## src/design/ise_pkg.sv

```systemverilog
package ise_pkg;

  localparam int MAX_ITEMS_DEF = 64;
  localparam int VALUE_W       = 32;

  typedef enum logic [1:0] {
    S_IDLE,
    S_INSERT,
    S_EMIT
  } state_t;

  // Commands from the controller to the datapath.
  typedef struct packed {
    logic key_load;
    logic rd_en;
    logic wr_en;
    logic wr_sel_key;
    logic out_load;
    logic out_end;
    logic out_ovf;
  } cmd_t;

endpackage

```

## src/design/ise_datapath.sv

```systemverilog
module ise_datapath
  import ise_pkg::*;
#(
  parameter int MAX_ITEMS = MAX_ITEMS_DEF
) (
  input  logic                                clk,
  input  logic signed [VALUE_W-1:0]           in_value,
  input  cmd_t                                cmd,
  input  logic [$clog2(MAX_ITEMS)-1:0]        rd_addr,
  input  logic [$clog2(MAX_ITEMS)-1:0]        wr_addr,
  output logic                                gt,
  output logic signed [VALUE_W-1:0]           out_sorted_value,
  output logic                                out_end_of_set,
  output logic                                out_overflow
);

  logic signed [VALUE_W-1:0] mem [MAX_ITEMS];
  logic signed [VALUE_W-1:0] key_r;
  logic signed [VALUE_W-1:0] rd_data_r;
  logic signed [VALUE_W-1:0] val_r;
  logic                      end_r;
  logic                      ovf_r;

  always_ff @(posedge clk) begin
    if (cmd.wr_en) begin
      mem[wr_addr] <= cmd.wr_sel_key ? key_r : rd_data_r;
    end
  end

  always_ff @(posedge clk) begin
    if (cmd.rd_en) begin
      rd_data_r <= mem[rd_addr];
    end
  end

  always_ff @(posedge clk) begin
    if (cmd.key_load) begin
      key_r <= in_value;
    end
    if (cmd.out_load) begin
      val_r <= rd_data_r;
      end_r <= cmd.out_end;
      ovf_r <= cmd.out_ovf;
    end
  end

  // Strictly greater keeps equal values in arrival order.
  assign gt = rd_data_r > key_r;

  assign out_sorted_value = val_r;
  assign out_end_of_set   = end_r;
  assign out_overflow     = ovf_r;

endmodule

```

## src/design/ise_ctrl.sv

```systemverilog
module ise_ctrl
  import ise_pkg::*;
#(
  parameter int MAX_ITEMS = MAX_ITEMS_DEF
) (
  input  logic                           clk,
  input  logic                           rst_n,
  input  logic                           in_valid,
  output logic                           in_ready,
  input  logic                           in_is_last,
  output logic                           out_valid,
  input  logic                           out_ready,
  input  logic                           gt,
  output cmd_t                           cmd,
  output logic [$clog2(MAX_ITEMS)-1:0]   rd_addr,
  output logic [$clog2(MAX_ITEMS)-1:0]   wr_addr
);

  localparam int CNT_W  = $clog2(MAX_ITEMS + 1);
  localparam int ADDR_W = $clog2(MAX_ITEMS);
  localparam logic [CNT_W-1:0] MAX_C = CNT_W'(MAX_ITEMS);
  localparam logic [CNT_W-1:0] ONE_C = CNT_W'(1);
  localparam logic [CNT_W-1:0] TWO_C = CNT_W'(2);

  state_t           state_r, state_nxt;
  logic [CNT_W-1:0] count_r, count_nxt;
  logic [CNT_W-1:0] pos_r, pos_nxt;
  logic [CNT_W-1:0] idx_r, idx_nxt;
  logic             dropped_r, dropped_nxt;
  logic             last_r, last_nxt;
  logic             pend_r, pend_nxt;
  logic             pend_last_r, pend_last_nxt;
  logic             out_valid_r, out_valid_nxt;
  logic [CNT_W-1:0] rd_addr_full;

  logic in_acc;
  logic full;
  logic shift;
  logic out_load;
  logic issue;
  logic emit_done;

  assign in_ready = (state_r == S_IDLE);
  assign in_acc   = in_valid && in_ready;
  assign full     = (count_r == MAX_C);
  assign shift    = (state_r == S_INSERT) && (pos_r != '0) && gt;

  // The read data register acts as a second output stage, so the set
  // streams out at one result per cycle while the consumer keeps up.
  assign out_load  = (state_r == S_EMIT) && pend_r && (!out_valid_r || out_ready);
  assign issue     = (state_r == S_EMIT) && (!pend_r || out_load) && (idx_r != count_r);
  assign emit_done = (state_r == S_EMIT) && (idx_r == count_r) && (!pend_r || out_load);

  assign out_valid = out_valid_r;

  always_comb begin
    state_nxt = state_r;
    unique case (state_r)
      S_IDLE: begin
        if (in_acc) begin
          if (!full) begin
            state_nxt = S_INSERT;
          end else if (in_is_last) begin
            state_nxt = S_EMIT;
          end
        end
      end
      S_INSERT: begin
        if (!shift) begin
          state_nxt = last_r ? S_EMIT : S_IDLE;
        end
      end
      S_EMIT: begin
        if (emit_done) begin
          state_nxt = S_IDLE;
        end
      end
      default: state_nxt = S_IDLE;
    endcase
  end

  always_comb begin
    count_nxt     = count_r;
    pos_nxt       = pos_r;
    idx_nxt       = idx_r;
    dropped_nxt   = dropped_r;
    last_nxt      = last_r;
    pend_nxt      = pend_r;
    pend_last_nxt = pend_last_r;
    out_valid_nxt = out_valid_r;

    if (in_acc) begin
      pos_nxt  = count_r;
      last_nxt = in_is_last;
      if (full) begin
        dropped_nxt = 1'b1;
      end
    end
    if (shift) begin
      pos_nxt = pos_r - ONE_C;
    end
    if ((state_r == S_INSERT) && !shift) begin
      count_nxt = count_r + ONE_C;
    end

    if (issue) begin
      idx_nxt       = idx_r + ONE_C;
      pend_nxt      = 1'b1;
      pend_last_nxt = ((idx_r + ONE_C) == count_r);
    end else if (out_load) begin
      pend_nxt = 1'b0;
    end

    if (out_load) begin
      out_valid_nxt = 1'b1;
    end else if (out_ready) begin
      out_valid_nxt = 1'b0;
    end

    if (emit_done) begin
      count_nxt   = '0;
      idx_nxt     = '0;
      dropped_nxt = 1'b0;
    end
  end

  always_comb begin
    cmd            = '0;
    rd_addr_full   = idx_r;
    cmd.out_load   = out_load;
    cmd.out_end    = pend_last_r;
    cmd.out_ovf    = dropped_r;
    unique case (state_r)
      S_IDLE: begin
        cmd.key_load = in_acc;
        cmd.rd_en    = in_acc && !full;
        rd_addr_full = count_r - ONE_C;
      end
      S_INSERT: begin
        cmd.rd_en      = shift;
        cmd.wr_en      = 1'b1;
        cmd.wr_sel_key = !shift;
        rd_addr_full   = pos_r - TWO_C;
      end
      S_EMIT: begin
        cmd.rd_en    = issue;
        rd_addr_full = idx_r;
      end
      default: begin
        cmd = '0;
      end
    endcase
  end

  assign rd_addr = rd_addr_full[ADDR_W-1:0];
  assign wr_addr = pos_r[ADDR_W-1:0];

  always_ff @(posedge clk) begin
    if (!rst_n) begin
      state_r     <= S_IDLE;
      count_r     <= '0;
      pos_r       <= '0;
      idx_r       <= '0;
      dropped_r   <= 1'b0;
      last_r      <= 1'b0;
      pend_r      <= 1'b0;
      pend_last_r <= 1'b0;
      out_valid_r <= 1'b0;
    end else begin
      state_r     <= state_nxt;
      count_r     <= count_nxt;
      pos_r       <= pos_nxt;
      idx_r       <= idx_nxt;
      dropped_r   <= dropped_nxt;
      last_r      <= last_nxt;
      pend_r      <= pend_nxt;
      pend_last_r <= pend_last_nxt;
      out_valid_r <= out_valid_nxt;
    end
  end

endmodule

```

## src/design/insertion_sort_engine.sv

```systemverilog
// Insertion of one value shifts each stored entry larger than it (0 to MAX_ITEMS - 1 of
// them) up one place; the shift loop over the store does one read and one write per cycle.
// After the last value is stored, the sorted results stream out at one per cycle while
// the consumer keeps up.
// Synchronous active-low reset empties the set and the output stage; store contents
// are left as they are.
module insertion_sort_engine
  import ise_pkg::*;
#(
  parameter int MAX_ITEMS = MAX_ITEMS_DEF
) (
  input  logic                      clk,
  input  logic                      rst_n,
  input  logic                      in_valid,
  output logic                      in_ready,
  input  logic signed [VALUE_W-1:0] in_value,
  input  logic                      in_is_last,
  output logic                      out_valid,
  input  logic                      out_ready,
  output logic signed [VALUE_W-1:0] out_sorted_value,
  output logic                      out_end_of_set,
  output logic                      out_overflow
);

  localparam int ADDR_W = $clog2(MAX_ITEMS);

  cmd_t              cmd;
  logic              gt;
  logic [ADDR_W-1:0] rd_addr;
  logic [ADDR_W-1:0] wr_addr;

  ise_ctrl #(
    .MAX_ITEMS (MAX_ITEMS)
  ) u_ctrl (
    .clk        (clk),
    .rst_n      (rst_n),
    .in_valid   (in_valid),
    .in_ready   (in_ready),
    .in_is_last (in_is_last),
    .out_valid  (out_valid),
    .out_ready  (out_ready),
    .gt         (gt),
    .cmd        (cmd),
    .rd_addr    (rd_addr),
    .wr_addr    (wr_addr)
  );

  ise_datapath #(
    .MAX_ITEMS (MAX_ITEMS)
  ) u_datapath (
    .clk              (clk),
    .in_value         (in_value),
    .cmd              (cmd),
    .rd_addr          (rd_addr),
    .wr_addr          (wr_addr),
    .gt               (gt),
    .out_sorted_value (out_sorted_value),
    .out_end_of_set   (out_end_of_set),
    .out_overflow     (out_overflow)
  );

endmodule

```

## config.mk

```make
export PLATFORM = sky130hd
export DESIGN_NAME = insertion_sort_engine
export DESIGN_NICKNAME = d
export VERILOG_FILES = /design/src/design/ise_pkg.sv /design/src/design/ise_datapath.sv /design/src/design/ise_ctrl.sv /design/src/design/insertion_sort_engine.sv
export SDC_FILE = /design/constraint.sdc
export NUM_CORES = 2
export LEC_CHECK = 0
export ABC_AREA = 1
export BUFFER_PORTS_ARGS = -buffer_cell sky130_fd_sc_hd__buf_2
export CORE_ASPECT_RATIO = 1.25
export CORE_MARGIN = 2
export CORE_UTILIZATION = 40
export DETAILED_ROUTE_END_ITERATION = 7
export PLACE_DENSITY = 0.59
export SYNTH_ARGS = -nofsm -noshare
export SYNTH_HDL_FRONTEND = slang
export SYNTH_SLANG_ARGS = --single-unit
```

## constraint.sdc

```tcl
create_clock -name clk -period 15 [get_ports clk]
set_input_delay 2.25 -clock clk [delete_from_list [all_inputs] [get_ports clk]]
set_output_delay 2.25 -clock clk [all_outputs]
set_load 0.02 [all_outputs]
```

==> flow_metrics.py <==
metrics = {
    "synthesis": {
        "ys_seq_area_frac": 0.720,
        "synth_top_cell_by_area": "edfxtp_1",
        "yosys_warnings": 0,
        "synth.avg_cell_area_um2": 12.4,
        "synthFlopType": "edfxtp_1",
        "synth-simple-area-share": 0.110,
        "synthesis.nets": 7328,
        "synthAdderAreaFrac": 0.00582,
        "synthTopCellsByArea": "edfxtp_1 (71%), o211ai_1 (8.5%), nand3_1 (5.5%)",
        "synthXorXnorAreaFrac": 0.00233,
        "synth-compound-area-share": 0.0920,
        "yosysTopAreaCellShare": 0.714,
        "synth_commonest_cells": "edfxtp_1 (2,146), nand2_1 (1,192), inv_1 (1,107), o211ai_1 (1,025), nand3_1 (984)",
        "synthesis.area_um2": 90200,
        "synth_top_family_by_area": "simple AND/OR/NAND/NOR gates",
        "ys_ff_latch": 2174,
        "yosysUniqueCellTypes": 38,
        "synth_mux_area_frac": 0,
        "synth_edf_count": 2146,
        "syn_inst": 7249,
        "ys_async_sr_fraction": 0,
        "yosys.cell_count.top_type": "edfxtp_1",
    },
    "finish": {
        "drive_gt1_frac": 0.0900,
        "fin_nets": 7323,
        "seqCellArea_um2": 65000,
        "n_fill_cell": 19900,
        "synthToLayoutAreaGrowth_pct": 12.3,
        "final_area_um2": 101000,
        "fin_cells": 10400,
        "multi_input_area_um2": 19900,
    },
    "power_and_ir_drop": {
        "leakage_nw": 35.5,
        "power_density_nw_per_um2": 179,
        "p_total_mw": 18.2,
        "peakVddDrop_uv": 176,
    },
    "placement": {
        "dp_hpwl_um": 145000,
        "gp_congestion": 0.901,
        "dp.cells": 9979,
        "port_buffers": 72,
        "dpl_cell_area_um2": 94600,
    },
    "cts": {
        "root_buffer": "clkbuf_16",
        "worstSkewPairLatency_ps": 860,
        "holdBufCountCts": 0,
        "cts_buffers": 203,
        "cts_htree_levels": 4,
        "post_cts.repair.setup_buffers": 0,
        "clk_pin_slew_worst_paths_ps": 60,
        "cts.sink_count": 2174,
        "cts_tree": "done",
        "clockBufferDepth": 3,
        "cts_resized": 0,
    },
    "setup_path": {
        "cp_slowest_cell": "nand2_4",
        "worst_ep_required_time_ps": 15560,
        "worst_path_largest_cell_delay_ps": 860,
        "worst_setup_path_start_kind": "flop",
        "cp.arrival_ps": 6590,
        "worst_path_most_repeated_cell": "nand2_1",
        "crit_chain": "buf_4, ha_1, nand2_1, nor2_1, nand2_1, nor4_1, nand2_1, nand3_1, nand3_1, nand2_4, buf_4, nand2_1, o21ai_4, buf_4",
        "crit_path_max_fanout": 64,
        "critPathKind": "reg2reg",
        "worstSetupEndpointType": "flop",
    },
    "global_routing": {
        "grt_max_degree": 257,
        "grt_overflow": 0,
        "grt_pass1_vias": 55300,
        "grt_usage": 0.237,
        "antenna_found_initial": 7,
        "grt_pass1_wl_um": 392000,
    },
    "sta": {
        "finalMaxSlewViolations": 0,
        "finalCritPeriodShare": 0.402,
        "timing.fmax_ghz": 0.166,
        "hold_viol": 0,
        "setup_tns_ps": 0,
        "setup_viol": 0,
        "rsz0062_at_grt": "false",
        "slew_headroom": 0.225,
        "finalCriticalPeriod_ps": 6030,
        "finClkSkew_ps": 30.5,
        "worstMarginPinSlew_ps": 1160,
    },
    "drt": {
        "drc": 0,
        "drt-pass1-iter-count": 6,
        "postRouteAntennaNets": 0,
        "routed_wl_um": 276000,
        "vias": 58300,
        "vias_per_cell": 5.63,
        "drt_iter0_drc": 6217,
        "routedWlPerCell_um": 26.7,
    },
    "floorplanning": {
        "start_util": 0.403,
        "fp.dieW_um": 429,
        "die_area_um2": 229000,
        "core_area_um2": 224000,
        "io_pins": 73,
        "die_y_um": 535,
        "num_rows": 194,
    },
    "min_path": {
        "min-delay-path-class": "reg2reg",
    },
    "status": {
        "outcome": "complete, no violations",
    },
    "job": {
        "max_cap_viol_count": 0,
    },
}
metrics by stage:
step / utilization / hold slack [ps] / setup slack [ps]
floorplan: - / 426 / 9860
global placement: 0.423 / 456 / 9110
detailed placement: 0.423 / 454 / 9110
CTS: 0.453 / 465 / 9080
global route: 0.453 / 488 / 8620
finish: 0.453 / 470 / 8970
power by group:
part	switching [mW]	leakage (nW)	internal, mW
sequential	0.0931	19.6	7.72
clock	2.28	3.24	2.92
combinational	3.99	12.6	1.16
total	6.36	35.5	11.8
area by class of cell:
type / instances / area share
multi-input combinational: 3501 / 0.196
clock buffer: 242 / 0.0530
tap: 2940 / 0.0363
timing repair buffer: 252 / 0.0181
clock inverter: 133 / 0.0130
sequential: 2174 / 0.642
inverter: 1112 / 0.0414
antenna: 6 / 0.000148
path summary, 6_finish.rpt:
kind	slack (ps)	start	cells after the start	to
hold reg to reg	470	u_ctrl.last_r	2	u_ctrl.last_r
hold / removal	470	u_ctrl.last_r	2	u_ctrl.last_r
setup reg to reg	8970	u_datapath.rd_data_r[31]	14	u_datapath.mem[49][31]
setup / recovery	8970	u_datapath.rd_data_r[31]	14	u_datapath.mem[49][31]
cells by family (layout without fill, tap and decap cells):
kind of cell	after synthesis	count (layout)
other	0	6
xor gates and xnor gates	24	24
buffers and inverters	1574	1739
DFF	2174	2174
AOI/OAI and AO/OA	1137	1137
adders and majority gates	42	42
and+or+nand+nor	2298	2298
worst max-delay path, delay by kind of cell (launching register included):
family                     cells  cell delay, ps
buffers and inverters          3            1410
DFF                            1             370
adders and majority gates      1             400
and+or+nand+nor                9            3270
AOI/OAI and AO/OA              1             190
registers in the layout, indices dropped and copies added, names as in the netlist:
name / flops
u_datapath.key_r: 32
u_ctrl.pos_r: 7
u_datapath.out_overflow: 1
u_datapath.mem: 2048
u_ctrl.state_r: 2
u_ctrl.dropped_r: 1
u_ctrl.out_valid: 1
u_datapath.out_end_of_set: 1
u_ctrl.last_r: 1
u_ctrl.idx_r: 7
u_ctrl.pend_last_r: 1
u_ctrl.pend_r: 1
u_datapath.out_sorted_value: 32
u_ctrl.count_r: 7
u_datapath.rd_data_r: 32
cell usage in the layout, fill, tap and decap left out, types with 3 or more instances in the layout:
master | Yosys | layout
buf_4 | 5 | 170
clkinvlp_4 | 0 | 15
o21a_1 | 5 | 4
clkbuf_16 | 0 | 208
xnor2_1 | 5 | 5
nand2_1 | 1192 | 1190
inv_6 | 0 | 8
nand4_1 | 11 | 11
nor3_1 | 7 | 7
bufinv_16 | 0 | 21
dfxtp_1 | 28 | 28
buf_12 | 0 | 10
inv_1 | 1107 | 1105
xor2_1 | 19 | 19
clkbuf_8 | 0 | 4
clkinv_2 | 0 | 35
edfxtp_1 | 2146 | 2146
inv_2 | 5 | 4
nor2_4 | 0 | 67
clkbuf_1 | 139 | 30
o21ai_0 | 49 | 18
o211ai_1 | 1025 | 1025
o21ai_4 | 0 | 33
nor2_1 | 98 | 32
diode_2 | 0 | 6
ha_1 | 42 | 42
nand2_4 | 1 | 3
clkinv_8 | 0 | 4
a21oi_1 | 40 | 39
clkinv_1 | 0 | 46
nand3_1 | 984 | 983
buf_2 | 273 | 72
routing by layer:
layer	track usage	vias up	share of wire
li1	-	25900	-
met1	0.288	29200	0.38
met2	0.407	2545	0.49
met3	0.0311	614	0.069
met4	0.134	2	0.061
met5	0	-	0.000033
Note: power is estimated with default switching activity, not from simulation.
